[src/rtl/core/ole_pkg.sv]
// ----------------------------------------------------------------------------
// ole_pkg
// Operation codes and the control word that walks the cell chain.
// ----------------------------------------------------------------------------
package ole_pkg;

   localparam int IN_WIDTH    = 32;
   localparam int COUNT_WIDTH = 5;

   typedef enum logic [2:0] {
      OP_FRONT   = 3'd0,
      OP_BACK    = 3'd1,
      OP_ORDERED = 3'd2,
      OP_SEARCH  = 3'd3,
      OP_REMOVE  = 3'd4
   } op_type;

   // shift: insert has started moving entries down, or search/remove matched
   typedef struct packed {
      logic   act;
      op_type kind;
      logic   shift;
   } ctl_type;

endpackage

[src/rtl/core/ole_cell.sv]
// ----------------------------------------------------------------------------
// ole_cell
// One list slot. Applies the passing operation to its entry and hands the
// operation on to the next slot in the cycle after.
// ----------------------------------------------------------------------------
module ole_cell #(
   parameter int WIDTH = 32,
   parameter int CNT_W = 5,
   parameter int INDEX = 0
) (
   input  logic                    clock,
   input  logic                    reset,
   input  logic [CNT_W-1:0]        count,
   input  ole_pkg::ctl_type        ctl_i,
   input  logic signed [WIDTH-1:0] v_i,
   input  logic [WIDTH-1:0]        carry_i,
   input  logic [WIDTH-1:0]        nxt_value,
   output logic [WIDTH-1:0]        value_o,
   output ole_pkg::ctl_type        ctl_o,
   output logic signed [WIDTH-1:0] v_o,
   output logic [WIDTH-1:0]        carry_o
);
   import ole_pkg::*;

   localparam logic [CNT_W-1:0] IDX = CNT_W'(INDEX);

   logic [WIDTH-1:0]        value_ff, value_in;
   ctl_type                 ctl_ff, ctl_in;
   logic signed [WIDTH-1:0] v_ff;
   logic [WIDTH-1:0]        carry_ff, carry_in;

   logic live, at_end, past_end, own_lt_v, v_lt_own, eq, begin_here;

   assign live     = IDX < count;
   assign at_end   = IDX == count;
   assign past_end = IDX > count;
   assign own_lt_v = $signed(value_ff) < v_i;
   assign v_lt_own = v_i < $signed(value_ff);
   assign eq       = value_ff == v_i;

   always_comb begin
      begin_here = 1'b0;
      case (ctl_i.kind)
         OP_FRONT:   begin_here = (INDEX == 0);
         OP_BACK:    begin_here = at_end;
         // head goes first only when the list is empty or the value is below it; equal lands after
         OP_ORDERED: begin_here = (INDEX == 0) ? (at_end || v_lt_own)
                                               : (at_end || (live && !own_lt_v));
         default:    begin_here = 1'b0;
      endcase
   end

   always_comb begin
      value_in = value_ff;
      ctl_in   = ctl_i;
      carry_in = carry_i;
      if (ctl_i.act) begin
         case (ctl_i.kind)
            OP_FRONT, OP_BACK, OP_ORDERED: begin
               if (!ctl_i.shift && begin_here) begin
                  value_in     = v_i;
                  carry_in     = value_ff;
                  ctl_in.shift = 1'b1;
               end else if (ctl_i.shift && !past_end) begin
                  value_in = carry_i;
                  carry_in = value_ff;
               end
            end
            OP_SEARCH: begin
               if (live && eq) ctl_in.shift = 1'b1;
            end
            OP_REMOVE: begin
               // after the first match every live entry pulls its successor up
               if (live && (ctl_i.shift || eq)) begin
                  value_in     = nxt_value;
                  ctl_in.shift = 1'b1;
               end
            end
            default: ;
         endcase
      end
   end

   always_ff @(posedge clock) begin
      value_ff <= value_in;
      v_ff     <= v_i;
      carry_ff <= carry_in;
      if (reset) begin
         ctl_ff <= '0;
      end else begin
         ctl_ff <= ctl_in;
      end
   end

   assign value_o = value_ff;
   assign ctl_o   = ctl_ff;
   assign v_o     = v_ff;
   assign carry_o = carry_ff;

endmodule

[src/rtl/core/ordered_list_engine.sv]
// ----------------------------------------------------------------------------
// ordered_list_engine
// Bounded list of signed values: front, back and ordered insert, search and
// remove of the first equal entry, built as a chain of slot cells.
// ----------------------------------------------------------------------------
// An operation accepted while busy is low travels down the DEPTH slots, one
// slot a cycle, through the launch register and each slot's register to the
// result register; the strobe rises as busy falls, and only then can the
// next operation be taken. An insert into a full list and an unused
// operation code change nothing and answer in the next cycle without
// raising busy. Each result is shown for one cycle only and cannot be
// held off; entry_count is the count after the operation.
// ----------------------------------------------------------------------------
module ordered_list_engine #(
   parameter int DEPTH = 16,
   parameter int WIDTH = 32
) (
   input  logic                                  clock,
   input  logic                                  reset,
   input  logic                                  start,
   output logic                                  busy,
   input  logic [2:0]                            req_operation,
   input  logic signed [ole_pkg::IN_WIDTH-1:0]   req_value,
   output logic                                  rsp_valid,
   output logic                                  rsp_hit,
   output logic                                  rsp_full_res,
   output logic [ole_pkg::COUNT_WIDTH-1:0]       rsp_entry_count
);
   import ole_pkg::*;

   localparam int CNT_W = $clog2(DEPTH + 1);
   localparam logic [CNT_W-1:0] FULL = CNT_W'(DEPTH);

   ctl_type                 chain_ctl   [DEPTH+1];
   logic signed [WIDTH-1:0] chain_v     [DEPTH+1];
   logic [WIDTH-1:0]        chain_carry [DEPTH+1];
   logic [WIDTH-1:0]        cell_value  [DEPTH];
   logic [DEPTH:0]          tok_act;

   ctl_type                 launch_ctl_ff;
   logic signed [WIDTH-1:0] launch_v_ff;
   logic                    busy_ff;
   logic [CNT_W-1:0]        count_ff, count_in;
   logic                    rsp_valid_ff, rsp_hit_ff, rsp_full_ff;
   logic [COUNT_WIDTH-1:0]  rsp_count_ff;

   logic                    accept, launch_go, refuse, is_insert;
   logic signed [WIDTH-1:0] req_norm;
   op_type                  req_op;
   ctl_type                 tail;

   assign accept   = start && !busy_ff;
   assign req_norm = WIDTH'(req_value);
   assign req_op   = op_type'(req_operation);
   assign tail     = chain_ctl[DEPTH];

   always_comb begin
      launch_go = 1'b0;
      refuse    = 1'b0;
      case (req_op)
         OP_FRONT, OP_BACK, OP_ORDERED: begin
            refuse    = (count_ff == FULL);
            launch_go = !refuse;
         end
         OP_SEARCH, OP_REMOVE: launch_go = 1'b1;
         default: ;
      endcase
   end

   always_comb begin
      is_insert = 1'b0;
      case (tail.kind)
         OP_FRONT, OP_BACK, OP_ORDERED: is_insert = 1'b1;
         default: is_insert = 1'b0;
      endcase
   end

   always_comb begin
      count_in = count_ff;
      if (tail.act) begin
         if (is_insert) begin
            count_in = count_ff + 1'b1;
         end else if (tail.kind == OP_REMOVE && tail.shift) begin
            count_in = count_ff - 1'b1;
         end
      end
   end

   always_ff @(posedge clock) begin
      launch_v_ff <= req_norm;
      if (reset) begin
         launch_ctl_ff <= '0;
         busy_ff       <= 1'b0;
         count_ff      <= '0;
         rsp_valid_ff  <= 1'b0;
         rsp_hit_ff    <= 1'b0;
         rsp_full_ff   <= 1'b0;
         rsp_count_ff  <= '0;
      end else begin
         launch_ctl_ff <= '0;
         rsp_valid_ff  <= 1'b0;
         count_ff      <= count_in;
         if (accept && launch_go) begin
            launch_ctl_ff.act  <= 1'b1;
            launch_ctl_ff.kind <= req_op;
            busy_ff            <= 1'b1;
         end else if (accept) begin
            rsp_valid_ff <= 1'b1;
            rsp_hit_ff   <= 1'b0;
            rsp_full_ff  <= refuse;
            rsp_count_ff <= COUNT_WIDTH'(count_ff);
         end else if (tail.act) begin
            busy_ff      <= 1'b0;
            rsp_valid_ff <= 1'b1;
            rsp_hit_ff   <= is_insert || tail.shift;
            rsp_full_ff  <= 1'b0;
            rsp_count_ff <= COUNT_WIDTH'(count_in);
         end
      end
   end

   assign chain_ctl[0]   = launch_ctl_ff;
   assign chain_v[0]     = launch_v_ff;
   assign chain_carry[0] = '0;

   genvar gi;
   generate
      for (gi = 0; gi < DEPTH; gi++) begin : g_cell
         logic [WIDTH-1:0] nxt;
         if (gi < DEPTH - 1) begin : g_mid
            assign nxt = cell_value[gi+1];
         end else begin : g_last
            assign nxt = '0;
         end
         ole_cell #(
            .WIDTH (WIDTH),
            .CNT_W (CNT_W),
            .INDEX (gi)
         ) u_cell (
            .clock     (clock),
            .reset     (reset),
            .count     (count_ff),
            .ctl_i     (chain_ctl[gi]),
            .v_i       (chain_v[gi]),
            .carry_i   (chain_carry[gi]),
            .nxt_value (nxt),
            .value_o   (cell_value[gi]),
            .ctl_o     (chain_ctl[gi+1]),
            .v_o       (chain_v[gi+1]),
            .carry_o   (chain_carry[gi+1])
         );
      end
      for (gi = 0; gi <= DEPTH; gi++) begin : g_act
         assign tok_act[gi] = chain_ctl[gi].act;
      end
   endgenerate

   assign busy            = busy_ff;
   assign rsp_valid       = rsp_valid_ff;
   assign rsp_hit         = rsp_hit_ff;
   assign rsp_full_res    = rsp_full_ff;
   assign rsp_entry_count = rsp_count_ff;

`ifndef NO_ASSERTIONS
   a_one_token: assert property (@(posedge clock) disable iff (reset)
      $countones(tok_act) <= 1)
      else $error("more than one transaction in the cell chain");

   a_tail_busy: assert property (@(posedge clock) disable iff (reset)
      tail.act |-> busy_ff)
      else $error("transaction reached chain end while not busy");

   a_busy_quiet: assert property (@(posedge clock) disable iff (reset)
      busy_ff |-> !rsp_valid_ff)
      else $error("result strobe while a transaction is in flight");

   a_count_bound: assert property (@(posedge clock) disable iff (reset)
      count_ff <= FULL)
      else $error("entry count beyond depth");

   a_quick_rsp: assert property (@(posedge clock) disable iff (reset)
      (accept && !launch_go) |=> (rsp_valid_ff && !rsp_hit_ff && !busy_ff))
      else $error("refused or unused operation did not answer at once");
`endif

endmodule
[config.mk]
export PLATFORM = sky130hd
export DESIGN_NAME = ordered_list_engine
export DESIGN_NICKNAME = d
export VERILOG_FILES = /design/src/rtl/core/ole_pkg.sv /design/src/rtl/core/ole_cell.sv /design/src/rtl/core/ordered_list_engine.sv
export SDC_FILE = /design/constraint.sdc
export NUM_CORES = 2
export LEC_CHECK = 0
export ABC_AREA = 0
export BUFFER_PORTS_ARGS = -buffer_cell sky130_fd_sc_hd__buf_4
export CAP_MARGIN = 20
export CORE_UTILIZATION = 47
export DETAILED_ROUTE_END_ITERATION = 12
export PLACE_DENSITY = 0.62
export SETUP_SLACK_MARGIN = 0.02
export SLEW_MARGIN = 20
export SYNTH_ARGS = -nofsm -noshare
export SYNTH_HDL_FRONTEND = slang
export SYNTH_SLANG_ARGS = --single-unit
[constraint.sdc]
create_clock -name clock -period 6.2 [get_ports clock]
set_input_delay 0.62 -clock clock [delete_from_list [all_inputs] [get_ports clock]]
set_output_delay 0.62 -clock clock [all_outputs]
set_load 0.01 [all_outputs]
==> impl_metrics.toml <==
[finish]
final_nets = 7137
seq_area_um2 = 37200
drive_gt1_share_pct = 13.24
n_fill_cell = 13090
mostFrequentLayoutCells = "dfxtp_1, inv_1, ha_1"
area_growth_pct = 12.03
layout_commonest_cell = "dfxtp_1"
multi_input_area_um2 = 30290

[placed_design]
dp_slack_ns = 1.388
hpwl_um = 136400
routabilityCongestion = 0.8743
portBuffers = 46

[worst_setup_path]
startpoint = "g_cell[15].u_cell.value_o[31]"
r2r_slack_ns = 1.38
path_max_fanout = 32
critPathMaxStageDelay_ns = 0.92
worst_r2r_startpoint = "g_cell[15].u_cell.value_o[31]"
cpMaxStageDelayCell = "nor3_1"
required_ns = 6.66
worstSetupEndpointType = "flop"
start_kind = "flop"
ff2ff_path_depth = 9
reg2reg_to = "g_cell[15].u_cell.value_o[20]"
cp_cell_sequence = "ha_1, nand3_1, nor3_1, nand4_1, o211ai_1, mux2i_1, nor2_1, a221oi_4, buf_4"
cp_data_arrival_time_ns = 5.28
critPathKind = "reg2reg"

[cts]
cts_tree = "done"
clock_latency_ns = 0.82
cts_max_path_buffers = 3
cts_made_buffers = 169
htreeDepth = 4
clkSlewWorstSetupHoldPaths_ns = 0.06
cts-root-buf = "clkbuf_16"
cts_num_sinks = 1602

[route]
dr_wl_met3_um = 8543
avgViaCountPerCell = 5.549
drcViolationCount = 0
dr.pass1.iters = 6
wirelength_um = 185400
met1_length_um = 81750
via_count = 48460
drt_iter0_drc = 3344
routed.top_layer = "met5"
wl_met2_um = 89530
drtAntennaViolNets = 0
routedWlPerCell_um = 21.23

[global_routing]
grt_pass1_wl_um = 289400
antenna_found_initial = 8
grt_max_degree = 68
track_usage_pct = 24.20
grt_pass1_vias = 48800
grt_overflow_total = 0

[logic_synthesis]
synth_edf_count = 512
async_flop_share_pct = 0
synth_cell_types = 86
avgSynthCellArea_um2 = 10.77
syn_nets = 7118
synthCells = 6563
ys_warn_count = 0
yosys-top-cells-area = "dfxtp_1, edfxtp_1, ha_1, mux2_2, mux2i_1"
yosys.area.top_type = "dfxtp_1"
ys_seq_area_share_pct = 52.62
synth_top_area_share_pct = 30.87
syn_area_um2 = 70690
ys_ff_latch = 1602
synth_flop_cell = "dfxtp_1"

[sta]
rsz0062_at_grt = "no"
hold_violations = 0
fin_ws_ns = 1.378
relSlewSlack_pct = 25.99
setup_tns_ns = 0
fmax_mhz = 207.4
period_share_pct = 77.77
tightestPinTransition_ns = 1.102
finClkSkew_ns = 0.04713
min_period_ns = 4.822
slew_violations = 0
setup_viol = 0

[power]
ir_drop_uv = 245.0
p_per_area_nw_per_um2 = 283.7
leakage_nw = 32.73

[floorplanning]
num_rows = 141
fp.dieH_um = 389.8
core_um2 = 148500
io_pins = 47
die_area_um2 = 152000
die_w_um = 389.8
initial_core_util_pct = 47.59

[min_path]
hp-class = "in2reg"
worstHoldEndpoint = "chain_ctl[82]"
hold_start = "req_operation[1]"
holdPathStages = 2

[flow_run]
cap_violations = 0

[run_status]
outcome = "finished clean"
## registers in the layout, indices dropped and copies added (netlist names), 4 cells and up
register               count
g_cell.u_cell.value_o    512
g_cell.u_cell.carry_o    480
g_cell.u_cell.v_o        480
g_cell.u_cell.ctl_o       80
launch_v_ff               32
count_ff                   5
rsp_entry_count            5
chain_ctl                  4
## cells by family after synthesis
family,after synthesis,synth area share [%]
multiplexers,808,12.44
buffers and inverters,905,5.062
XOR/XNOR,24,0.2974
AO/OA/AOI/OAI,1243,10.59
flip-flops,1602,52.62
adder cells (fa/ha/maj),517,9.151
AND/OR/NAND/NOR,1464,9.841
## critical path: cells and delay by family, from the launching register on
kind / cells / cell delay [ns]
and+or+nand+nor: 4 / 1.72
DFF: 1 / 0.40
muxes: 1 / 0.39
AOI/OAI and AO/OA: 2 / 0.83
buffers and inverters: 1 / 0.48
adders and majority gates: 1 / 0.57
## layout make-up
| class | count | share of cell area [%] |
|---|---|---|
| sequential | 1602 | 46.97 |
| tap | 2002 | 3.163 |
| antenna | 1 | 0.003160 |
| clock buffer | 239 | 6.119 |
| multi-input combinational | 4056 | 38.24 |
| inverter | 597 | 2.831 |
| timing repair buffer | 156 | 1.580 |
| clock inverter | 80 | 1.090 |
## Yosys cell counts, types with 37 or more instances
master / number
a21o_1: 85
a31oi_1: 44
clkbuf_1: 211
buf_2: 76
nand2b_1: 37
a21oi_1: 340
nor2_1: 281
ha_1: 517
nor2b_1: 90
a211oi_1: 56
inv_1: 595
nand2_1: 468
dfxtp_1: 1090
nor3_1: 268
and3_1: 40
edfxtp_1: 512
nand3_1: 76
o22ai_1: 42
o21ai_0: 475
mux2_1: 85
mux2_2: 366
mux2i_1: 328
nand4_1: 95
## stage by stage
step	area, um^2	util [%]	total power [mW]	std cells	hold slack [ns]
after floorplan	70690	-	12.00	6563	0.3308
after global placement	73130	49.23	12.32	8380	0.3368
after detailed placement	73150	49.24	12.35	8381	0.3417
after CTS	79180	53.30	22.62	8732	0.04033
after global routing	79190	53.31	23.17	8732	0.05673
final	79190	53.31	22.47	8733	0.08200
## where the power goes
part / switching (mW) / internal [mW] / total, mW
clock network: 4.44 / 5.89 / 10.3
logic: 0.407 / 0.373 / 0.779
registers: 0.271 / 11.1 / 11.4
total: 5.12 / 17.4 / 22.5
## repair_timing
item	4_1_cts	5_1_grt
hold buffers	32	0
hold endpoints to repair	32	0
buffers inserted	0	0
gates resized for setup	0	0
## per-layer routing
layer / up-vias / track usage (%)
met5: - / 0
met4: 4 / 8.193
met3: 332 / 3.624
met2: 1177 / 40.88
met1: 23550 / 31.59
li1: 23400 / -
## worst max-delay path by stage
stage / depth (start not counted) / slack (ns) / endpoint
floorplan: 11 / 1.04 / g_cell[2].u_cell.value_o[0]
global placement: 10 / 1.09 / g_cell[3].u_cell.value_o[24]
detailed placement: 10 / 1.39 / g_cell[8].u_cell.carry_o[25]
CTS: 10 / 1.34 / g_cell[8].u_cell.carry_o[21]
global route: 10 / 1.19 / g_cell[15].u_cell.value_o[14]
finish: 9 / 1.38 / g_cell[15].u_cell.value_o[20]
(Power assumes the default switching activity.)
